===== src/hdl/wsd_pkg.sv =====
// wsd_pkg: shared types and constants for the WebSocket frame deframer.
// No dependencies; imported by every module under hdl/.
package wsd_pkg;

    localparam int unsigned MAX_PAY_W      = 21;
    localparam logic [MAX_PAY_W-1:0] MAX_PAY_RESET = MAX_PAY_W'(1 << 20);
    localparam int unsigned QUEUE_DEPTH    = 4;

    localparam logic [3:0] OPC_CLOSE = 4'h8;
    localparam logic [6:0] LEN7_EXT16 = 7'd126;
    localparam logic [6:0] LEN7_EXT64 = 7'd127;

    localparam logic [1:0] ST_OK      = 2'd0;
    localparam logic [1:0] ST_CLOSED  = 2'd1;
    localparam logic [1:0] ST_REFUSED = 2'd2;

    // One classified transaction handed from front to back.
    typedef struct packed {
        logic [7:0] raw;     // received byte, zero for header-end results
        logic [7:0] key;     // mask byte to apply, zero when unmasked
        logic [3:0] opcode;
        logic       valid;   // payload byte present
        logic       last;
        logic [1:0] status;
    } t_entry;

    typedef struct packed {
        logic push;
        logic halted;
    } t_front_stat;

endpackage


===== src/hdl/wsd_front.sv =====
// wsd_front: header parser and byte classifier; owns the max_payload register.
// Depends on wsd_pkg.
module wsd_front
    import wsd_pkg::*;
(
    input  logic                 i_clk,
    input  logic                 i_rst_n,
    input  logic                 i_cfg_we,
    input  logic [MAX_PAY_W-1:0] i_cfg_wdata,
    input  logic                 i_acc,
    input  logic [7:0]           i_byte,
    output t_entry               o_entry,
    output t_front_stat          o_stat
);

    localparam logic [2:0] PH_HDR0 = 3'd0;
    localparam logic [2:0] PH_HDR1 = 3'd1;
    localparam logic [2:0] PH_EXT  = 3'd2;
    localparam logic [2:0] PH_MASK = 3'd3;
    localparam logic [2:0] PH_DATA = 3'd4;
    localparam logic [2:0] PH_HALT = 3'd5;

    logic [MAX_PAY_W-1:0] r_max;
    logic [2:0]  r_phase, n_phase;
    logic [3:0]  r_opc, n_opc;
    logic        r_mask, n_mask;
    logic [63:0] r_len, n_len;
    logic [2:0]  r_cnt, n_cnt;
    logic [31:0] r_key, n_key;

    logic [63:0]          len_hd;     // length seen by the header-end check
    logic                 hd_fire;    // header completes on this byte
    logic                 oversize;
    logic [MAX_PAY_W-1:0] len_dec;
    logic                 push;
    t_entry               ent;

    assign oversize = (|len_hd[63:MAX_PAY_W]) || (len_hd[MAX_PAY_W-1:0] > r_max);
    assign len_dec  = r_len[MAX_PAY_W-1:0] - MAX_PAY_W'(1);

    always_comb begin
        n_phase = r_phase;
        n_opc   = r_opc;
        n_mask  = r_mask;
        n_len   = r_len;
        n_cnt   = r_cnt;
        n_key   = r_key;
        len_hd  = r_len;
        hd_fire = 1'b0;
        push    = 1'b0;
        ent     = '{raw: 8'd0, key: 8'd0, opcode: r_opc, valid: 1'b0,
                    last: 1'b0, status: ST_OK};
        if (i_acc) begin
            unique case (r_phase)
                PH_HDR0: begin
                    n_opc   = i_byte[3:0];
                    n_phase = PH_HDR1;
                end
                PH_HDR1: begin
                    n_mask = i_byte[7];
                    n_len  = '0;
                    if (i_byte[6:0] == LEN7_EXT16) begin
                        n_cnt   = 3'd1;
                        n_phase = PH_EXT;
                    end else if (i_byte[6:0] == LEN7_EXT64) begin
                        n_cnt   = 3'd7;
                        n_phase = PH_EXT;
                    end else begin
                        n_len  = {57'd0, i_byte[6:0]};
                        len_hd = n_len;
                        if (i_byte[7]) begin
                            n_cnt   = 3'd3;
                            n_key   = '0;
                            n_phase = PH_MASK;
                        end else begin
                            hd_fire = 1'b1;
                        end
                    end
                end
                PH_EXT: begin
                    n_len  = {r_len[55:0], i_byte};
                    len_hd = n_len;
                    if (r_cnt != 3'd0) begin
                        n_cnt = r_cnt - 3'd1;
                    end else if (r_mask) begin
                        n_cnt   = 3'd3;
                        n_key   = '0;
                        n_phase = PH_MASK;
                    end else begin
                        hd_fire = 1'b1;
                    end
                end
                PH_MASK: begin
                    n_key = {r_key[23:0], i_byte};
                    if (r_cnt != 3'd0) begin
                        n_cnt = r_cnt - 3'd1;
                    end else begin
                        hd_fire = 1'b1;
                    end
                end
                PH_DATA: begin
                    // key register rotates so the active mask byte is always on top
                    n_key     = {r_key[23:0], r_key[31:24]};
                    n_len     = {r_len[63:MAX_PAY_W], len_dec};
                    push      = 1'b1;
                    ent.raw   = i_byte;
                    ent.key   = r_mask ? r_key[31:24] : 8'd0;
                    ent.valid = 1'b1;
                    if (len_dec == '0) begin
                        ent.last = 1'b1;
                        if (r_opc == OPC_CLOSE) begin
                            ent.status = ST_CLOSED;
                            n_phase    = PH_HALT;
                        end else begin
                            n_phase = PH_HDR0;
                        end
                    end
                end
                default: n_phase = PH_HALT;
            endcase

            if (hd_fire) begin
                priority if (oversize) begin
                    push       = 1'b1;
                    ent.status = ST_REFUSED;
                    n_phase    = PH_HALT;
                end else if (len_hd == 64'd0) begin
                    push     = 1'b1;
                    ent.last = 1'b1;
                    if (r_opc == OPC_CLOSE) begin
                        ent.status = ST_CLOSED;
                        n_phase    = PH_HALT;
                    end else begin
                        n_phase = PH_HDR0;
                    end
                end else begin
                    n_phase = PH_DATA;
                end
            end
        end
    end

    always_ff @(posedge i_clk) begin
        if (!i_rst_n) begin
            r_max   <= MAX_PAY_RESET;
            r_phase <= PH_HDR0;
            r_opc   <= '0;
            r_mask  <= 1'b0;
            r_len   <= '0;
            r_cnt   <= '0;
            r_key   <= '0;
        end else begin
            if (i_cfg_we) begin
                r_max <= i_cfg_wdata;
            end
            r_phase <= n_phase;
            r_opc   <= n_opc;
            r_mask  <= n_mask;
            r_len   <= n_len;
            r_cnt   <= n_cnt;
            r_key   <= n_key;
        end
    end

    assign o_entry       = ent;
    assign o_stat.push   = push;
    assign o_stat.halted = (r_phase == PH_HALT);

endmodule


===== src/hdl/wsd_queue.sv =====
// wsd_queue: short register FIFO of classified entries between front and back.
// Depends on wsd_pkg.
module wsd_queue
    import wsd_pkg::*;
#(
    parameter int unsigned DEPTH = QUEUE_DEPTH
) (
    input  logic   i_clk,
    input  logic   i_rst_n,
    input  logic   i_push,
    input  t_entry i_entry,
    input  logic   i_pop,
    output t_entry o_entry,
    output logic   o_nonempty,
    output logic   o_full
);

    localparam int unsigned PTR_W = $clog2(DEPTH);
    localparam int unsigned CNT_W = $clog2(DEPTH + 1);

    t_entry             r_mem [DEPTH];
    logic [PTR_W-1:0]   r_wr, r_rd;
    logic [CNT_W-1:0]   r_cnt;
    logic               do_push, do_pop;

    assign o_full     = (r_cnt == CNT_W'(DEPTH));
    assign o_nonempty = (r_cnt != '0);
    assign do_push    = i_push && !o_full;
    assign do_pop     = i_pop && o_nonempty;
    assign o_entry    = r_mem[r_rd];

    always_ff @(posedge i_clk) begin
        if (do_push) begin
            r_mem[r_wr] <= i_entry;
        end
    end

    always_ff @(posedge i_clk) begin
        if (!i_rst_n) begin
            r_wr  <= '0;
            r_rd  <= '0;
            r_cnt <= '0;
        end else begin
            if (do_push) begin
                r_wr <= (r_wr == PTR_W'(DEPTH - 1)) ? '0 : r_wr + PTR_W'(1);
            end
            if (do_pop) begin
                r_rd <= (r_rd == PTR_W'(DEPTH - 1)) ? '0 : r_rd + PTR_W'(1);
            end
            unique case ({do_push, do_pop})
                2'b10:   r_cnt <= r_cnt + CNT_W'(1);
                2'b01:   r_cnt <= r_cnt - CNT_W'(1);
                default: r_cnt <= r_cnt;
            endcase
        end
    end

endmodule


===== src/hdl/wsd_back.sv =====
// wsd_back: unmasks queued entries and holds the result in the output register.
// Depends on wsd_pkg.
module wsd_back
    import wsd_pkg::*;
(
    input  logic       i_clk,
    input  logic       i_rst_n,
    input  t_entry     i_entry,
    input  logic       i_avail,
    output logic       o_pop,
    output logic       o_m_tvalid,
    input  logic       i_m_tready,
    output logic [7:0] o_m_tdata,
    output logic       o_m_tlast,
    output logic [7:0] o_m_tuser
);

    logic       r_valid;
    logic [7:0] r_data;
    logic [3:0] r_opc;
    logic       r_dv;
    logic       r_last;
    logic [1:0] r_status;
    logic       load;

    assign load  = i_avail && (!r_valid || i_m_tready);
    assign o_pop = load;

    always_ff @(posedge i_clk) begin
        if (!i_rst_n) begin
            r_valid <= 1'b0;
        end else if (load) begin
            r_valid <= 1'b1;
        end else if (i_m_tready) begin
            r_valid <= 1'b0;
        end
    end

    always_ff @(posedge i_clk) begin
        if (load) begin
            r_data   <= i_entry.raw ^ i_entry.key;
            r_opc    <= i_entry.opcode;
            r_dv     <= i_entry.valid;
            r_last   <= i_entry.last;
            r_status <= i_entry.status;
        end
    end

    assign o_m_tvalid = r_valid;
    assign o_m_tdata  = r_data;
    assign o_m_tlast  = r_last;
    assign o_m_tuser  = {1'b0, r_status, r_dv, r_opc};

endmodule


===== src/hdl/websocket_frame_deframer.sv =====
// websocket_frame_deframer: top level, front parser + queue + output stage.
// Depends on wsd_pkg, wsd_front, wsd_queue, wsd_back.
//
// Receives a WebSocket (RFC 6455) byte stream one byte per transaction and
// emits one result per payload byte, unmasked, tagged with the frame opcode
// and a last flag. Header bytes give no result, except that the header of
// an empty frame ends in one empty result with tlast set, and a frame whose
// length exceeds max_payload ends in one refused result (status 2), after
// which the block halts. A close frame (opcode 8) halts after its last byte
// (status 1). While halted every byte is accepted and dropped until reset.
// FIN and RSV bits are ignored. Throughput is one byte per clock while the
// queue is not full. Each accepted byte is classified combinationally and its
// entry is written into a queue slot at the accepting edge; the entry then
// moves to the output register once that register is empty or tready is high.
// The front takes a byte whenever the queue has room, so downstream stalls are
// absorbed by the queue and the output register before tready drops.
module websocket_frame_deframer
    import wsd_pkg::*;
#(
    parameter int unsigned Q_DEPTH = QUEUE_DEPTH
) (
    input  logic                 i_clk,
    input  logic                 i_rst_n,
    // configuration: max_payload
    input  logic                 i_cfg_we,
    input  logic [MAX_PAY_W-1:0] i_cfg_wdata,
    // receive stream
    input  logic                 i_s_tvalid,
    output logic                 o_s_tready,
    input  logic [7:0]           i_s_tdata,   // [7:0] rx_byte
    // result stream
    output logic                 o_m_tvalid,
    input  logic                 i_m_tready,
    output logic [7:0]           o_m_tdata,   // [7:0] data_byte
    output logic                 o_m_tlast,   // frame_last
    output logic [7:0]           o_m_tuser    // [3:0] frame_opcode, [4] data_valid,
                                              // [6:5] status, [7] zero
);

    t_entry      w_front_ent;
    t_entry      w_q_ent;
    t_front_stat w_stat;
    logic        w_acc;
    logic        w_q_full;
    logic        w_q_nonempty;
    logic        w_pop;

    // Any accepted byte may produce an entry, so only a full queue stalls input.
    assign o_s_tready = !w_q_full;
    assign w_acc      = i_s_tvalid && o_s_tready;

    wsd_front u_front (
        .i_clk       (i_clk),
        .i_rst_n     (i_rst_n),
        .i_cfg_we    (i_cfg_we),
        .i_cfg_wdata (i_cfg_wdata),
        .i_acc       (w_acc),
        .i_byte      (i_s_tdata),
        .o_entry     (w_front_ent),
        .o_stat      (w_stat)
    );

    wsd_queue #(
        .DEPTH (Q_DEPTH)
    ) u_queue (
        .i_clk      (i_clk),
        .i_rst_n    (i_rst_n),
        .i_push     (w_stat.push),
        .i_entry    (w_front_ent),
        .i_pop      (w_pop),
        .o_entry    (w_q_ent),
        .o_nonempty (w_q_nonempty),
        .o_full     (w_q_full)
    );

    wsd_back u_back (
        .i_clk      (i_clk),
        .i_rst_n    (i_rst_n),
        .i_entry    (w_q_ent),
        .i_avail    (w_q_nonempty),
        .o_pop      (w_pop),
        .o_m_tvalid (o_m_tvalid),
        .i_m_tready (i_m_tready),
        .o_m_tdata  (o_m_tdata),
        .o_m_tlast  (o_m_tlast),
        .o_m_tuser  (o_m_tuser)
    );

    // A halted parser never produces another entry.
    a_halt_silent: assert property (@(posedge i_clk) disable iff (!i_rst_n)
        w_stat.halted |-> !w_stat.push)
        else $error("entry pushed while halted");

    // Halt is sticky until reset.
    a_halt_sticky: assert property (@(posedge i_clk) disable iff (!i_rst_n)
        w_stat.halted |=> w_stat.halted)
        else $error("left halt without reset");

    // A close status only comes with the frame end.
    a_close_last: assert property (@(posedge i_clk) disable iff (!i_rst_n)
        (o_m_tvalid && o_m_tuser[6:5] == ST_CLOSED) |-> o_m_tlast)
        else $error("close status without tlast");

    // Results without payload carry a zero data byte.
    a_empty_zero: assert property (@(posedge i_clk) disable iff (!i_rst_n)
        (o_m_tvalid && !o_m_tuser[4]) |-> (o_m_tdata == 8'd0))
        else $error("nonzero data on empty result");

endmodule

===== config.mk =====
export PLATFORM = sky130hd
export DESIGN_NAME = websocket_frame_deframer
export DESIGN_NICKNAME = d
export VERILOG_FILES = /design/src/hdl/wsd_pkg.sv /design/src/hdl/wsd_front.sv /design/src/hdl/wsd_queue.sv /design/src/hdl/wsd_back.sv /design/src/hdl/websocket_frame_deframer.sv
export SDC_FILE = /design/constraint.sdc
export NUM_CORES = 1
export LEC_CHECK = 0
export ABC_AREA = 1
export BUFFER_PORTS_ARGS = -buffer_cell sky130_fd_sc_hd__clkbuf_2
export CAP_MARGIN = 10
export CORE_MARGIN = 3
export CORE_UTILIZATION = 62
export DETAILED_ROUTE_END_ITERATION = 8
export PLACE_DENSITY = 0.82
export SLEW_MARGIN = 20
export SYNTH_ARGS = -nofsm -noshare
export SYNTH_HDL_FRONTEND = slang
export SYNTH_SLANG_ARGS = --single-unit

===== constraint.sdc =====
create_clock -name i_clk -period 5.5 [get_ports i_clk]
set_clock_uncertainty 0.05 [all_clocks]
set_input_delay 0 -clock i_clk [delete_from_list [all_inputs] [get_ports i_clk]]
set_output_delay 0 -clock i_clk [all_outputs]
set_load 0.02 [all_outputs]

==> results of run 1 <==
Yosys cell counts (all sizes together):
cell     count
nand2      239
nor2       218
o21ai      178
inv        161
dfxtp      138
a21oi      127
edfxtp     112
nand3       82
clkbuf      57
o22ai       34
ha          31
buf         24
nor3        22
a211oi      19
xor2        18
a31oi       10
nand4       10
a221oi       6
nor4         6
or2          3
clkinv       2
xnor2        2
a2111oi      1
a21o         1
conb         1
fa           1
nand3b       1
nor3b        1
o211a        1
o211ai       1
o21a         1
o31ai        1
per-stage QoR:
| stage | hold slack, ns | utilization [%] | power [W] | cell area, um2 |
|---|---|---|---|---|
| after global routing | 0.1646 | 71.82 | 0.007208 | 13660 |
| final | 0.1190 | 71.82 | 0.006766 | 13660 |
| after detailed placement | 0.1854 | 65.76 | 0.005018 | 12510 |
| after floorplan | 0.06104 | - | 0.004403 | 12180 |
| after global placement | 0.1781 | 65.76 | 0.004951 | 12510 |
| after CTS | 0.1153 | 71.82 | 0.006737 | 13660 |
layout by cell type (no fill, tap or decap), drive strengths merged, types with 2 or more instances in the layout:
cell,count
nand2,239
a221oi,6
a21oi,127
nand3,82
nor4,6
a211oi,19
bufinv,2
clkinv,10
buf,13
xor2,18
inv,162
dlygate4sd3,33
clkbuf,82
a31oi,10
clkinvlp,3
dfxtp,138
o22ai,34
ha,31
or2,3
nand4,10
o21ai,178
nor3,22
xnor2,2
nor2,218
edfxtp,112
routing by layer:
metal  track usage, %  vias up  share of wire [%]
met2            46.98      418                 49
met5                0        -                  0
li1                 -     5160                  -
met1            34.25     4809                 40
met3            3.538       98                7.0
met4            11.05        0                3.9
what timing repair did:
| action | 4_1_cts | 5_1_grt |
|---|---|---|
| setup buffers | 0 | 0 |
| endpoints found under the setup margin | 0 | 0 |
| hold buffers | 33 | 0 |
| hold endpoints to repair | 62 | 0 |
state kept, by name, indices dropped and copies added (netlist names), named ones only:
name and cells:
u_queue.r_mem 96, u_front.r_len 64, u_front.r_key 32, u_front.r_max 21, u_back.o_m_tdata 8, u_back.r_opc 4
u_front.r_opc 4, u_front.r_cnt 3, u_front.r_phase 3, u_queue.r_cnt 3, u_back.r_status 2, u_queue.r_rd 2
u_queue.r_wr 2, u_back.o_m_tlast 1, u_back.o_m_tvalid 1, u_back.r_dv 1, u_front.r_mask 1
power breakdown:
part	total, W	internal (W)	leakage (nW)	switching, W
registers	0.00250	0.00230	2.16	0.000198
logic	0.00258	0.000809	2.92	0.00177
clock network	0.00169	0.000983	0.397	0.000703
total	0.00677	0.00410	5.47	0.00267
worst min-delay path, cell delays in order:
cell and delay (ns):
clkbuf_2 0.08, buf_4 0.34, o21ai_0 0.16, a21oi_1 0.05
worst paths after layout:
kind,from,endpoint,slack (ns),depth (start not counted)
max reg2reg,u_front.r_phase[2]$_SDFFE_PN0P_,u_queue.r_cnt[2]$_SDFFE_PN0P_,0.68,25
max,u_front.r_phase[2]$_SDFFE_PN0P_,u_queue.r_cnt[2]$_SDFFE_PN0P_,0.68,25
min reg2reg,u_front.r_key[10]$_SDFFE_PN0P_,u_front.r_key[10]$_SDFFE_PN0P_,0.41,2
min,i_rst_n,u_front.r_len[61]$_SDFFE_PN0P_,0.12,4
final cells by class:
class	instances	area (um2)	area share, %
Tap cell	260	325.3	2.382
Timing Repair Buffer	97	683.2	5.001
Sequential cell	250	6126	44.85
Clock inverter	14	135.1	0.9893
Clock buffer	31	688.2	5.038
Multi-Input combinational cell	1015	5090	37.26
Inverter	163	611.8	4.479
kinds of logic (layout without fill, tap and decap cells):
| kind of cell | Yosys count | after routing | share of synthesized area, % |
|---|---|---|---|
| other | 1 | 1 | 0.03079 |
| and+or+nand+nor | 582 | 582 | 19.95 |
| adders and majority gates | 32 | 32 | 3.349 |
| buffers and inverters | 244 | 305 | 7.992 |
| DFF | 250 | 250 | 50.29 |
| xor gates and xnor gates | 20 | 20 | 1.438 |
| AOI/OAI and AO/OA | 380 | 380 | 16.95 |
==> flow_summary_export.csv, run 1 <==
group,metric,value,unit
outcome,outcome,"finished, final reports clean",
timing,fin_crit_sh,87.64,%
worst_setup_path,slowest_delay,0.52,ns
global_route,gr-total-overflow,0,
cells_and_area,syn_to_final_growth,12.14,%
power_and_ir_drop,p_leak,5.474,nW
worst_setup_path,crit_buf_inv,4,
clock_tree,cts_tree,"done",
clock_tree,clk_latency,0.52,ns
synthesis,yosys.area.top_type,"edfxtp_1",
floorplan,die_y,146.2,um
synthesis,avgSynthCellArea,8.072,um2
clock_tree,cts_resized,0,
cells_and_area,fin_nets,1618,
global_route,grt_pass1_wl,48420,um
cells_and_area,drive_above_1_share,9.045,%
global_route,grt_max_degree,83,
timing,fin_crit,4.820,ns
timing,fmax,207.5,MHz
timing,max-slew-margin-rel,26.76,%
placed_design,place_ws,0.8272,ns
worst_setup_path,crit_type,"flop to flop",
timing,rsz0062_at_grt,"false",
synthesis,synth_seq_area_share,50.29,%
worst_setup_path,crit_required,5.84,ns
placed_design,io_buffers,51,
worst_setup_path,end_kind,"flop",
clock_tree,cts_inserted_buffers,25,
synthesis,ys_seq_elements,250,
detailed_routing,drc,0,
synthesis,synth_top_area_share,27.61,%
synthesis,yosysUniqueCellTypes,42,
synthesis,syn-num-nets,1575,
timing,hold_viol,0,
cells_and_area,diodes,0,
worst_setup_path,cp_slowest_cell,"nand3_2",
floorplan,start_util,64.05,%
clock_tree,clkSinkCount,250,
timing,worst_pin_slew,1.099,ns
synthesis,ys.warnings.count,0,
worst_setup_path,crit_path_max_fanout,30,
floorplan,core-area,0.01902,mm2
placed_design,dp_cells,1752,
power_and_ir_drop,ir_drop,290.2,uV
detailed_routing,route.detailed.wl_per_inst,16.16,um
detailed_routing,vias,10490,
power_and_ir_drop,p_per_area,495.3,mW/mm2
timing,layout_setup_ws,0.6798,ns
placed_design,place.gp.congestion,1.007,
detailed_routing,drt_wl_total,29570,um
global_route,track_usage,27.03,%
timing,slew_viol_final,0,
cells_and_area,stdcell_count,1830,
detailed_routing,vias_per_cell,5.730,
hold_path,hold_class,"input pin to flop",
worst_setup_path,critical-path-top-delay-family,"simple AND/OR/NAND/NOR gates",
worst_setup_path,arrival,5.16,ns
synthesis,synth_area,0.01218,mm2
job,cap_violations,0,
cells_and_area,fillCellCount,1444,
detailed_routing,drtIter0Drc,913,
global_route,grt_pass1_vias,10060,
clock_tree,cts_buffer_depth,3,
clock_tree,clk_pin_slew_worst_paths,0.06,ns
timing,setup_viol,0,
timing,finalSetupTns,0,ns
synthesis,synth_area_leaders,"edfxtp_1 28%, dfxtp_1 23%, nand2_1 7.3%",
worst_setup_path,start_kind,"flop",
detailed_routing,ant_nets,0,
clock_tree,h-tree-depth,1,
floorplan,dieArea,0.02136,mm2
floorplan,num_io_pins,53,
placed_design,place_hpwl,18890,um
global_route,antenna_found_initial,0,
floorplan,die_x,146.2,um
detailed_routing,drtPass1Iterations,6,
synthesis,synthCells,1509,
clock_tree,clockRootBuffer,"clkbuf_16",
floorplan,num_rows,50,
Note: power is estimated with default switching activity, not from simulation.
==> run 2: changes to the inputs <==
- ABC_AREA: 1 -> 0
==> flow_summary_export.csv, run 2 <==
group,metric,value,unit
cells_and_area,fillCellCount,1267,
cells_and_area,final_cell_mix,"138 x dfxtp_1, 112 x edfxtp_1, 106 x nor2_1",
global_route,antenna_found_initial,1,
global_route,grt_max_degree,79,
floorplan,num_io_pins,53,
worst_setup_path,crit_required,5.88,ns
power_and_ir_drop,power,0.005869,W
placed_design,place_hpwl,17170,um
cells_and_area,top_regs,"u_queue.r_mem: 96 flops, u_front.r_len: 64 flops, u_front.r_key: 32 flops",
timing,layout_setup_ws,0.4296,ns
power_and_ir_drop,p_per_area,449.3,mW/mm2
clock_tree,cts_buffer_depth,3,
job,cap_violations,0,
timing,fin_crit,5.070,ns
cells_and_area,drive_above_1_share,13.01,%
hold_path,hold_class,"input pin to flop",
detailed_routing,drtPass1Iterations,7,
detailed_routing,vias,8917,
global_route,track_usage,26.94,%
synthesis,ys_seq_elements,250,
worst_setup_path,crit_start,"u_queue.r_cnt[0]$_SDFFE_PN0P_",
synthesis,synth_compound_area_share,12.60,%
synthesis,yosys.area.top_type,"edfxtp_1",
timing,worst_pin_slew,0.9899,ns
clock_tree,clockRootBuffer,"clkbuf_16",
synthesis,synth_area_leaders,"edfxtp_1 29%, dfxtp_1 24%, a21oi_1 4.1%",
timing,hold_slack,0.1434,ns
power_and_ir_drop,switching_power,0.001945,W
worst_setup_path,crit_type,"flop to flop",
timing,rsz0062_at_grt,"false",
detailed_routing,drtIter0Drc,882,
timing,setup_viol,0,
synthesis,synth_mux_area_share,5.807,%
worst_setup_path,arrival,5.45,ns
power_and_ir_drop,p_int,0.003924,W
global_route,gr-total-overflow,0,
timing,fin_crit_sh,92.19,%
power_and_ir_drop,clockPowerShare,30.0,%
power_and_ir_drop,ir_drop,304.6,uV
synthesis,synthCells,1129,
global_route,grt_pass1_vias,8779,
detailed_routing,drc,0,
placed_design,place.gp.congestion,0.9210,
power_and_ir_drop,swShare,33.14,%
synthesis,avgSynthCellArea,10.25,um2
detailed_routing,vias_per_cell,6.280,
outcome,outcome,"finished, final reports clean",
synthesis,synth_most_common_cell,"dfxtp_1",
synthesis,ys.warnings.count,0,
synthesis,yosysUniqueCellTypes,83,
cells_and_area,top_register,"u_queue.r_mem",
power_and_ir_drop,p_leak,4.770,nW
timing,max-slew-margin-rel,33.84,%
global_route,grt_pass1_wl,44420,um
power_and_ir_drop,combPwrFrac,29.9,%
synthesis,synth_top_area_share,29.07,%
cells_and_area,diodes,0,
hold_path,hp-start,"i_s_tvalid",
detailed_routing,drt_wl_total,27480,um
clock_tree,clk_pin_slew_worst_paths,0.06,ns
floorplan,die_y,142.6,um
timing,hold_viol,0,
synthesis,synthAdderAreaFrac,3.525,%
worst_setup_path,critical-path-top-delay-family,"simple AND/OR/NAND/NOR gates",
synthesis,async_reset_ff_share,0,%
cells_and_area,fin_nets,1239,
synthesis,synthXorXnorAreaFrac,3.482,%
detailed_routing,ant_nets,0,
worst_setup_path,start_kind,"flop",
synthesis,synthFlopType,"dfxtp_1",
timing,fmax,197.2,MHz
worst_setup_path,crit_buf_inv,2,
worst_setup_path,worstReg2RegStart,"u_queue.r_cnt[0]$_SDFFE_PN0P_",
floorplan,num_rows,49,
worst_setup_path,end_kind,"flop",
floorplan,die_x,142.6,um
detailed_routing,route.detailed.wl_per_inst,19.35,um
synthesis,synth_edf_count,112,
placed_design,place_ws,0.3351,ns
synthesis,synth_area,0.01157,mm2
cells_and_area,layout_commonest_cell,"dfxtp_1",
synthesis,yosys-top-cells-count,"138 x dfxtp_1, 112 x edfxtp_1, 107 x nor2_1",
timing,slew_viol_final,0,
clock_tree,clk_latency,0.52,ns
synthesis,synth_seq_area_share,52.94,%
clock_tree,cts_tree,"done",
cells_and_area,largest_reg_flops,96,
synthesis,synth_top_family_by_area,"simple AND/OR/NAND/NOR gates",
clock_tree,cts_inserted_buffers,25,
clock_tree,h-tree-depth,1,
placed_design,io_buffers,51,
timing,finalSetupTns,0,ns
synthesis,syn-num-nets,1195,
worst_setup_path,cp_slowest_cell,"or3b_2",
cells_and_area,syn_to_final_growth,12.90,%
synthesis,synth-simple-area-share,17.08,%
worst_setup_path,crit_path_cell_trace,"or3b_2 > nand3_1 > o31a_2 > buf_4 > nand2_1 > o21ai_0 > ha_1 > nand4_1 > or4_1 > o31ai_1 > a21oi_1 > a211oi_1 > nand2b_1 > a31oi_4 > inv_1 > ha_1 > fa_1 > xnor2_1 > or3_1 > a21oi_1",
worst_setup_path,crit_path_max_fanout,11,
clock_tree,clkSinkCount,250,
power_and_ir_drop,pwr-share-seq,40.2,%
floorplan,core-area,0.01815,mm2
worst_setup_path,slowest_delay,0.57,ns
floorplan,dieArea,0.02034,mm2
floorplan,start_util,63.76,%
## run 2: cell count changes after synthesis, moves of 16 or more
cell     delta
o21ai_0   -140
nand2_1   -135
inv_1     -107
nor2_1    -102
a21oi_1    -33
o22ai_1    -33
mux2i_1    +30
xor2_1     +20
inv_2      -17
a22oi_1    +16
and3_1     +16
mux4_2     +16
## run 2: metrics by stage
stage	instances	utilization, %	instance area (um2)
2_1_floorplan	1129	-	11570
3_3_place_gp	1343	65.48	11880
3_5_place_dp	1343	65.48	11880
4_1_cts	1420	71.95	13060
5_1_grt	1420	71.99	13060
6_report	1420	71.99	13060
## run 2: cell families (layout without fill, tap and decap cells)
family / count (synthesis) / in the layout
adders and majority gates: 32 / 32
muxes: 47 / 47
and+or+nand+nor: 407 / 407
buffers and inverters: 122 / 184
AOI/OAI and AO/OA: 224 / 224
xor gates and xnor gates: 46 / 46
other: 1 / 1
DFF: 250 / 250
## run 2: final timing paths
check                                   end  slack [ns]  depth (start not counted)
max           u_queue.r_cnt[2]$_SDFFE_PN0P_        0.43                         20
min            u_queue.r_wr[1]$_SDFFE_PN0P_        0.14                          5
max reg2reg   u_queue.r_cnt[2]$_SDFFE_PN0P_        0.43                         20
min reg2reg  u_front.r_key[20]$_SDFFE_PN0P_        0.40                          2
## run 2: final cells by class
class | instances | area (um2) | share of cell area, %
sequential | 250 | 6126 | 46.89
multi-input combinational | 757 | 4938 | 37.80
timing repair buffer | 102 | 718.2 | 5.498
clock buffer | 27 | 633.1 | 4.846
tap | 229 | 286.5 | 2.193
clock inverter | 18 | 221.5 | 1.695
inverter | 37 | 140.1 | 1.073
## run 2: repair_timing
| item | 4_1_cts | 5_1_grt |
|---|---|---|
| buffers inserted | 0 | 0 |
| resized for setup | 0 | 2 |
| hold buffers | 32 | 0 |
| hold endpoints to repair | 52 | 0 |
| endpoints found under the setup margin | 0 | 2 |
## run 2: power groups by stage
stage	combinational [W]	sequential (W)	clock [W]
4_1_cts	0.00173	0.00235	0.00178
2_1_floorplan	0.00128	0.00237	0
3_5_place_dp	0.00170	0.00238	0
3_3_place_gp	0.00165	0.00238	0
6_report	0.00175	0.00236	0.00176
5_1_grt	0.00193	0.00237	0.00186
## run 2: worst reg2reg max path, cell delays in order (launching register included)
cell and delay, ns:
dfxtp_1 0.36, or3b_2 0.57, nand3_1 0.25, o31a_2 0.33, buf_4 0.20, nand2_1 0.06
o21ai_0 0.11, ha_1 0.19, nand4_1 0.15, or4_1 0.56, o31ai_1 0.20, a21oi_1 0.06
a211oi_1 0.36, nand2b_1 0.27, a31oi_4 0.16, inv_1 0.11, ha_1 0.21, fa_1 0.20
xnor2_1 0.08, or3_1 0.32, a21oi_1 0.19
## run 2: metal layers
layer	global-route usage [%]	wire [um]	vias up
met5	0	11	-
met3	4.756	2214	91
li1	-	-	4196
met4	9.355	767	2
met1	35.05	10920	4219
met2	45.75	13570	409
